File: config.mk
export PLATFORM = sky130hd
export DESIGN_NAME = mandelbrot_escape_time
export DESIGN_NICKNAME = d
export VERILOG_FILES = /design/src/sv/mbe_pkg.sv /design/src/sv/mandelbrot_escape_time.sv
export SDC_FILE = /design/constraint.sdc
export NUM_CORES = 1
export LEC_CHECK = 0
export BUFFER_PORTS_ARGS = -buffer_cell sky130_fd_sc_hd__buf_2
export CORE_MARGIN = 1.5
export CORE_UTILIZATION = 49
export DETAILED_ROUTE_END_ITERATION = 6
export PLACE_DENSITY = 0.68
export SETUP_SLACK_MARGIN = 0.5
export SLEW_MARGIN = 25
export SYNTH_ARGS = -nofsm -noshare
export SYNTH_HDL_FRONTEND = slang
export SYNTH_SLANG_ARGS = --single-unit
File: constraint.sdc
create_clock -name clk -period 7.75 [get_ports clk]
set_input_delay 0.775 -clock clk [delete_from_list [all_inputs] [get_ports clk]]
set_output_delay 0.775 -clock clk [all_outputs]
set_load 0.02 [all_outputs]
File: src/sv/mbe_pkg.sv
// Shared widths and format constants for the Mandelbrot escape-time unit.
package mbe_pkg;

    // Point coordinates arrive as signed Q4.28 words
    localparam int C_IN_W    = 32;
    localparam int C_IN_FRAC = 28;

    // Iteration limit register and escape count width
    localparam int CNT_W = 16;

    // Iteration limit after reset
    localparam logic [CNT_W-1:0] MAX_ITER_RESET = 16'd255;

    typedef logic [CNT_W-1:0] count_t;

endpackage

File: src/sv/mandelbrot_escape_time.sv
// Top level of the Mandelbrot escape-time unit with a bit-serial complex squarer.
//
//  channel   | handshake                  | payload
//  ----------+----------------------------+----------------------------------
//  point     | point_valid / point_ready  | c_real, c_imag (signed Q4.28)
//  result    | result_valid / result_ready| escape_count (16 b), escaped (1 b)
//  cfg       | cfg_valid / cfg_ready      | max_iterations (16 b)
//
// Each iteration runs the large-component test, then the shift-and-add multipliers over
// the FRAC_BITS+2 magnitude bits (one magnitude bit per cycle), then the sum test and
// the add of c.
// Reset sets the limit to 255; no memory, so no clearing pass is needed.
// A finished result waits in the output register while the next point is accepted;
// the following result holds in the finish state until that register is free.
module mandelbrot_escape_time
    import mbe_pkg::*;
#(
    parameter int FRAC_BITS = 28
)
(
    input  logic                     clk,
    input  logic                     rst_n,
    input  logic                     point_valid,
    output logic                     point_ready,
    input  logic signed [C_IN_W-1:0] c_real,
    input  logic signed [C_IN_W-1:0] c_imag,
    output logic                     result_valid,
    input  logic                     result_ready,
    output logic [CNT_W-1:0]         escape_count,
    output logic                     escaped,
    input  logic                     cfg_valid,
    output logic                     cfg_ready,
    input  logic [CNT_W-1:0]         max_iterations
);

    // z width, magnitude width, product width, square width, cross term width
    localparam int ZW   = FRAC_BITS + 6;
    localparam int MW   = FRAC_BITS + 2;
    localparam int PW   = 2 * MW;
    localparam int SW   = PW - FRAC_BITS;
    localparam int QW   = PW - FRAC_BITS + 1;
    localparam int BC_W = $clog2(MW);

    localparam logic signed [ZW-1:0] TWO_Z     = ZW'(2) <<< FRAC_BITS;
    localparam logic signed [ZW-1:0] NEG_TWO_Z = -TWO_Z;
    localparam logic [SW:0]          FOUR_S    = (SW+1)'(4) << FRAC_BITS;

    localparam logic [2:0] S_IDLE  = 3'd0;
    localparam logic [2:0] S_CHECK = 3'd1;
    localparam logic [2:0] S_MUL   = 3'd2;
    localparam logic [2:0] S_SUM   = 3'd3;
    localparam logic [2:0] S_ADD   = 3'd4;
    localparam logic [2:0] S_FIN   = 3'd5;

    // control registers
    logic [2:0]  state_reg, state_next;
    logic        result_valid_reg, result_valid_next;
    count_t      max_iter_reg, max_iter_next;

    // datapath registers
    logic signed [ZW-1:0] zr_reg, zr_next;
    logic signed [ZW-1:0] zi_reg, zi_next;
    logic signed [ZW-1:0] cr_reg, cr_next;
    logic signed [ZW-1:0] ci_reg, ci_next;
    logic signed [ZW-1:0] diff_reg, diff_next;
    logic signed [ZW-1:0] cross_reg, cross_next;
    logic [MW-1:0]        ar_reg, ar_next;
    logic [MW-1:0]        ai_reg, ai_next;
    logic [MW-1:0]        mr_reg, mr_next;
    logic [MW-1:0]        mi_reg, mi_next;
    logic [PW-1:0]        p_rr_reg, p_rr_next;
    logic [PW-1:0]        p_ri_reg, p_ri_next;
    logic [PW-1:0]        p_ii_reg, p_ii_next;
    logic                 xneg_reg, xneg_next;
    logic [BC_W-1:0]      bit_cnt_reg, bit_cnt_next;
    count_t               idx_reg, idx_next;
    count_t               fin_count_reg, fin_count_next;
    logic                 fin_esc_reg, fin_esc_next;
    count_t               escape_count_reg, escape_count_next;
    logic                 escaped_reg, escaped_next;

    // combinational helpers
    logic signed [ZW-1:0] cr_scaled, ci_scaled;
    logic signed [ZW-1:0] zr_abs, zi_abs;
    logic                 big_comp;
    logic [MW:0]          rr_add, ri_add, ii_add;
    logic [SW-1:0]        sr, si;
    logic [SW:0]          mag_sum;
    logic [QW-1:0]        q_cross;
    logic                 rem_cross;
    logic signed [ZW-1:0] q_ext;
    logic                 out_free;

    // rescale c from Q4.28 to the working fraction width
    generate
        if (FRAC_BITS >= C_IN_FRAC) begin : g_c_up
            assign cr_scaled = ZW'(c_real) <<< (FRAC_BITS - C_IN_FRAC);
            assign ci_scaled = ZW'(c_imag) <<< (FRAC_BITS - C_IN_FRAC);
        end
        else begin : g_c_down
            assign cr_scaled = ZW'(c_real >>> (C_IN_FRAC - FRAC_BITS));
            assign ci_scaled = ZW'(c_imag >>> (C_IN_FRAC - FRAC_BITS));
        end
    endgenerate

    // magnitudes and the large-component test
    assign zr_abs   = zr_reg[ZW-1] ? -zr_reg : zr_reg;
    assign zi_abs   = zi_reg[ZW-1] ? -zi_reg : zi_reg;
    assign big_comp = (zr_reg > TWO_Z) || (zr_reg < NEG_TWO_Z) ||
                      (zi_reg > TWO_Z) || (zi_reg < NEG_TWO_Z);

    // one shift-and-add step of each multiplier
    assign rr_add = {1'b0, p_rr_reg[PW-1:MW]} + (mr_reg[0] ? {1'b0, ar_reg} : '0);
    assign ri_add = {1'b0, p_ri_reg[PW-1:MW]} + (mr_reg[0] ? {1'b0, ai_reg} : '0);
    assign ii_add = {1'b0, p_ii_reg[PW-1:MW]} + (mi_reg[0] ? {1'b0, ai_reg} : '0);

    // truncated squares, escape sum and floored doubled cross product
    assign sr        = p_rr_reg[PW-1:FRAC_BITS];
    assign si        = p_ii_reg[PW-1:FRAC_BITS];
    assign mag_sum   = {1'b0, sr} + {1'b0, si};
    assign q_cross   = p_ri_reg[PW-1:FRAC_BITS-1];
    assign rem_cross = |p_ri_reg[FRAC_BITS-2:0];
    assign q_ext     = ZW'(q_cross);

    assign out_free = !result_valid_reg || result_ready;

    // sequencer and datapath next values
    always_comb
    begin
        state_next        = state_reg;
        max_iter_next     = max_iter_reg;
        result_valid_next = result_valid_reg && !result_ready;
        zr_next           = zr_reg;
        zi_next           = zi_reg;
        cr_next           = cr_reg;
        ci_next           = ci_reg;
        diff_next         = diff_reg;
        cross_next        = cross_reg;
        ar_next           = ar_reg;
        ai_next           = ai_reg;
        mr_next           = mr_reg;
        mi_next           = mi_reg;
        p_rr_next         = p_rr_reg;
        p_ri_next         = p_ri_reg;
        p_ii_next         = p_ii_reg;
        xneg_next         = xneg_reg;
        bit_cnt_next      = bit_cnt_reg;
        idx_next          = idx_reg;
        fin_count_next    = fin_count_reg;
        fin_esc_next      = fin_esc_reg;
        escape_count_next = escape_count_reg;
        escaped_next      = escaped_reg;

        if (cfg_valid)
        begin
            max_iter_next = max_iterations;
        end

        case (state_reg)
            S_IDLE:
            begin
                if (point_valid)
                begin
                    cr_next    = cr_scaled;
                    ci_next    = ci_scaled;
                    zr_next    = '0;
                    zi_next    = '0;
                    idx_next   = '0;
                    state_next = S_CHECK;
                end
            end
            S_CHECK:
            begin
                if (big_comp)
                begin
                    fin_count_next = idx_reg;
                    fin_esc_next   = 1'b1;
                    state_next     = S_FIN;
                end
                else
                begin
                    ar_next      = zr_abs[MW-1:0];
                    ai_next      = zi_abs[MW-1:0];
                    mr_next      = zr_abs[MW-1:0];
                    mi_next      = zi_abs[MW-1:0];
                    xneg_next    = zr_reg[ZW-1] ^ zi_reg[ZW-1];
                    p_rr_next    = '0;
                    p_ri_next    = '0;
                    p_ii_next    = '0;
                    bit_cnt_next = '0;
                    state_next   = S_MUL;
                end
            end
            S_MUL:
            begin
                p_rr_next    = {rr_add, p_rr_reg[MW-1:1]};
                p_ri_next    = {ri_add, p_ri_reg[MW-1:1]};
                p_ii_next    = {ii_add, p_ii_reg[MW-1:1]};
                mr_next      = {1'b0, mr_reg[MW-1:1]};
                mi_next      = {1'b0, mi_reg[MW-1:1]};
                bit_cnt_next = bit_cnt_reg + 1'b1;
                if (bit_cnt_reg == BC_W'(MW - 1))
                begin
                    state_next = S_SUM;
                end
            end
            S_SUM:
            begin
                if (mag_sum > FOUR_S)
                begin
                    fin_count_next = idx_reg;
                    fin_esc_next   = 1'b1;
                    state_next     = S_FIN;
                end
                else
                begin
                    diff_next  = ZW'(sr) - ZW'(si);
                    cross_next = xneg_reg ? -(q_ext + ZW'(rem_cross)) : q_ext;
                    state_next = S_ADD;
                end
            end
            S_ADD:
            begin
                zr_next = diff_reg + cr_reg;
                zi_next = cross_reg + ci_reg;
                if (idx_reg == max_iter_reg)
                begin
                    fin_count_next = '0;
                    fin_esc_next   = 1'b0;
                    state_next     = S_FIN;
                end
                else
                begin
                    idx_next   = idx_reg + 1'b1;
                    state_next = S_CHECK;
                end
            end
            S_FIN:
            begin
                // hold the result until the output register is free
                if (out_free)
                begin
                    escape_count_next = fin_count_reg;
                    escaped_next      = fin_esc_reg;
                    result_valid_next = 1'b1;
                    state_next        = S_IDLE;
                end
            end
            default:
            begin
                state_next = S_IDLE;
            end
        endcase
    end

    // control state
    always_ff @(posedge clk or negedge rst_n)
    begin
        if (!rst_n)
        begin
            state_reg        <= S_IDLE;
            result_valid_reg <= 1'b0;
            max_iter_reg     <= MAX_ITER_RESET;
        end
        else
        begin
            state_reg        <= state_next;
            result_valid_reg <= result_valid_next;
            max_iter_reg     <= max_iter_next;
        end
    end

    // payload
    always_ff @(posedge clk)
    begin
        zr_reg           <= zr_next;
        zi_reg           <= zi_next;
        cr_reg           <= cr_next;
        ci_reg           <= ci_next;
        diff_reg         <= diff_next;
        cross_reg        <= cross_next;
        ar_reg           <= ar_next;
        ai_reg           <= ai_next;
        mr_reg           <= mr_next;
        mi_reg           <= mi_next;
        p_rr_reg         <= p_rr_next;
        p_ri_reg         <= p_ri_next;
        p_ii_reg         <= p_ii_next;
        xneg_reg         <= xneg_next;
        bit_cnt_reg      <= bit_cnt_next;
        idx_reg          <= idx_next;
        fin_count_reg    <= fin_count_next;
        fin_esc_reg      <= fin_esc_next;
        escape_count_reg <= escape_count_next;
        escaped_reg      <= escaped_next;
    end

    assign point_ready  = (state_reg == S_IDLE);
    assign cfg_ready    = 1'b1;
    assign result_valid = result_valid_reg;
    assign escape_count = escape_count_reg;
    assign escaped      = escaped_reg;

endmodule

==> impl_metrics.ini <==
[synthesis]
synth_top_family_by_area = simple AND/OR/NAND/NOR gates
ys.flop_type = edfxtp_1
synth-seq-cells = 519
synth_compound_area_share_pct = 15.2
synth.area.mux_share_pct = 1.68
syn_nets = 3586
synth_fa_ha_area_share_pct = 10.2
synth-xor-area-share_pct = 6.75
syn-mean-instance-area_um2 = 10.3
seq_area_frac_synth_pct = 46.5
yosys_warnings = 0
yosys.area_share.simple_pct = 16.5
synth_edf_count = 499
ys_types = 96
synthCells = 3234
netlist_area_um2 = 33300
async_reset_ff_share_pct = 3.85

[setup_path]
critPathCaptureType = flop
r2r_start = zr_reg[8]
crit_fanout = 112
start_kind = flop
r2r_slack_ns = 2.66
arrival_ns = 5.33
worstSetupPathType = reg -> reg
cp.required_ns = 7.98
reg2reg_to = p_rr_reg[37]
r2r_cells = 10

[clocking]
cts_root_buffer = clkbuf_16
clockBufferDepth = 3
cts_buffers = 58
cts_tree = done
cts_sinks = 519
htreeDepth = 2
clk_pin_slew_ns = 0.06
cts_setup_buffers = 0
cts_hold_buf = 0
cts-resized-gates = 0
clock_latency_ns = 0.62

[route]
vias = 24600
wl_mm = 85.2
dr.pass1.iters = 5
first_iter_violations = 1834
wire_per_inst_um = 20.1
antenna_left = 0
drc = 0
vias_per_cell = 5.79

[layout]
finalNonFillerCells = 4245
regArea_um2 = 15500
final_core_util_pct = 54.8
layout.nets = 3676
diodes = 0
postLayoutCellArea_um2 = 36900
largest_reg_flops = 60
drive_gt1_share_pct = 9.64
area_growth_pct = 10.6
nFillCells = 5907
multi_input_area_um2 = 16800

[global_route]
grt_max_degree = 113
grt_antenna_before_repair = 2
grt_pass1_wl_mm = 133
grt-ovfl-total = 0
grt_usage_pct = 24.2
grt_pass1_vias = 23900

[timing]
holdWs_ns = 0.109
hold_viol_final = 0
slew_headroom_pct = 34.7
fin_skew_ns = 0.0365
fin_tns_setup_ns = 0
rsz0062_at_grt = false
period_share_pct = 65.7
min_period_ns = 5.09
clock.fmax_mhz = 196
setup_violations = 0
setup_slack_ns = 2.66
maxSlewViolCount = 0
worstMarginPinSlew_ns = 0.979

[die]
core_area_um2 = 67300
start_util_pct = 49.6
die_w_um = 264
num_rows = 95
die-area_um2 = 69600
ios = 105
fp.dieH_um = 264

[placement]
placed_area_um2 = 34700
place_congestion = 0.931
io_buffer_count = 103
dp_hpwl_mm = 63.7
dp.cells = 4135
place_ws_ns = 2.74

[pwr]
power_leakage_nw = 14.5
fin_total_pwr_mw = 8.89
p_per_area_nw_per_um2 = 241
worst_ir_drop_vdd_v = 0.000195

[min_path]
min_path_type = in -> async

[outcome]
status = complete, no violations

[flow_run]
cap_viol_max_count = 0
-- placed cells by master, fill, tap and decap left out, drive strengths merged, types with 47 or more instances in the layout --
master / count
o21ai: 158
a21o: 90
nand3: 55
xor2: 89
nor2: 401
xnor2: 168
a21oi: 204
inv: 155
nor3: 69
edfxtp: 499
nand2: 180
nor2b: 47
clkbuf: 71
buf: 129
and3: 54
ha: 260
and2: 123
-- how the worst max path moves through the flow --
| stage | start | cells past startpoint | end |
|---|---|---|---|
| after floorplan | zr_reg[8] | 9 | bit_cnt_reg[0] |
| after detailed placement | p_rr_reg[38] | 12 | cross_reg[16] |
| after CTS | p_rr_reg[47] | 12 | cross_reg[23] |
| final | zr_reg[8] | 10 | p_rr_reg[37] |
| after global placement | p_rr_reg[38] | 12 | cross_reg[16] |
| after global routing | p_ii_reg[47] | 13 | cross_reg[23] |
-- synthesized netlist by cell type, types with 33 or more instances --
cell type  count  area share, %
o21ai_0      156            2.3
nand2b_1      42           0.79
mux2_2        41            1.4
and2_1       122            2.3
clkbuf_1      75           0.84
o21bai_1      35           0.79
ha_1         260            9.8
edfxtp_1     499             45
a21oi_1      204            3.1
xnor2_1      168            4.4
nand3_1       55           0.83
a21o_1        90            2.0
inv_1        149            1.7
nor2_1       400            4.5
o21a_1        44           0.99
and3_1        53           0.99
nor3_1        68            1.0
nand2_1      180            2.0
xor2_1        89            2.3
a211oi_1      33           0.74
o31ai_1       35           0.79
nor2b_1       46           0.86
-- logic make-up after synthesis --
kind of cell	count (synthesis)
adders and majority gates	267
buffers and inverters	253
muxes	51
other	1
DFF	519
and+or+nand+nor	1114
xor gates and xnor gates	257
AOI/OAI and AO/OA	772
-- critical path: stages, from the launching register on --
cell and delay (ns):
edfxtp_1 0.43, or4_1 0.60, nor3_2 0.24, nand3_1 0.27
or4_1 0.63, or4_1 0.50, nor3_1 0.45, o211a_1 0.21
nand2_1 0.14, nand2_4 0.53, buf_12 0.51
-- routing by layer --
layer | vias up | track usage [%] | routed length (um)
met4 | 0 | 7.78 | 2500
met5 | - | 0 | 0
li1 | 12000 | - | -
met1 | 11800 | 33.0 | 38400
met2 | 604 | 40.0 | 40200
met3 | 128 | 3.18 | 4100
-- report_power, final --
part / total, mW / internal (mW) / switching (mW)
combinational: 1.92 / 0.724 / 1.19
sequential: 3.91 / 3.65 / 0.256
clock: 3.06 / 1.89 / 1.17
total: 8.89 / 6.27 / 2.62
-- area by class of cell --
type,count,area share (%)
multi-input combinational,2462,45.6
sequential,519,42.0
clock buffer,71,4.41
tap,873,2.96
timing repair buffer,129,2.01
inverter,154,1.60
clock inverter,37,1.40
(Power assumes the default switching activity.)
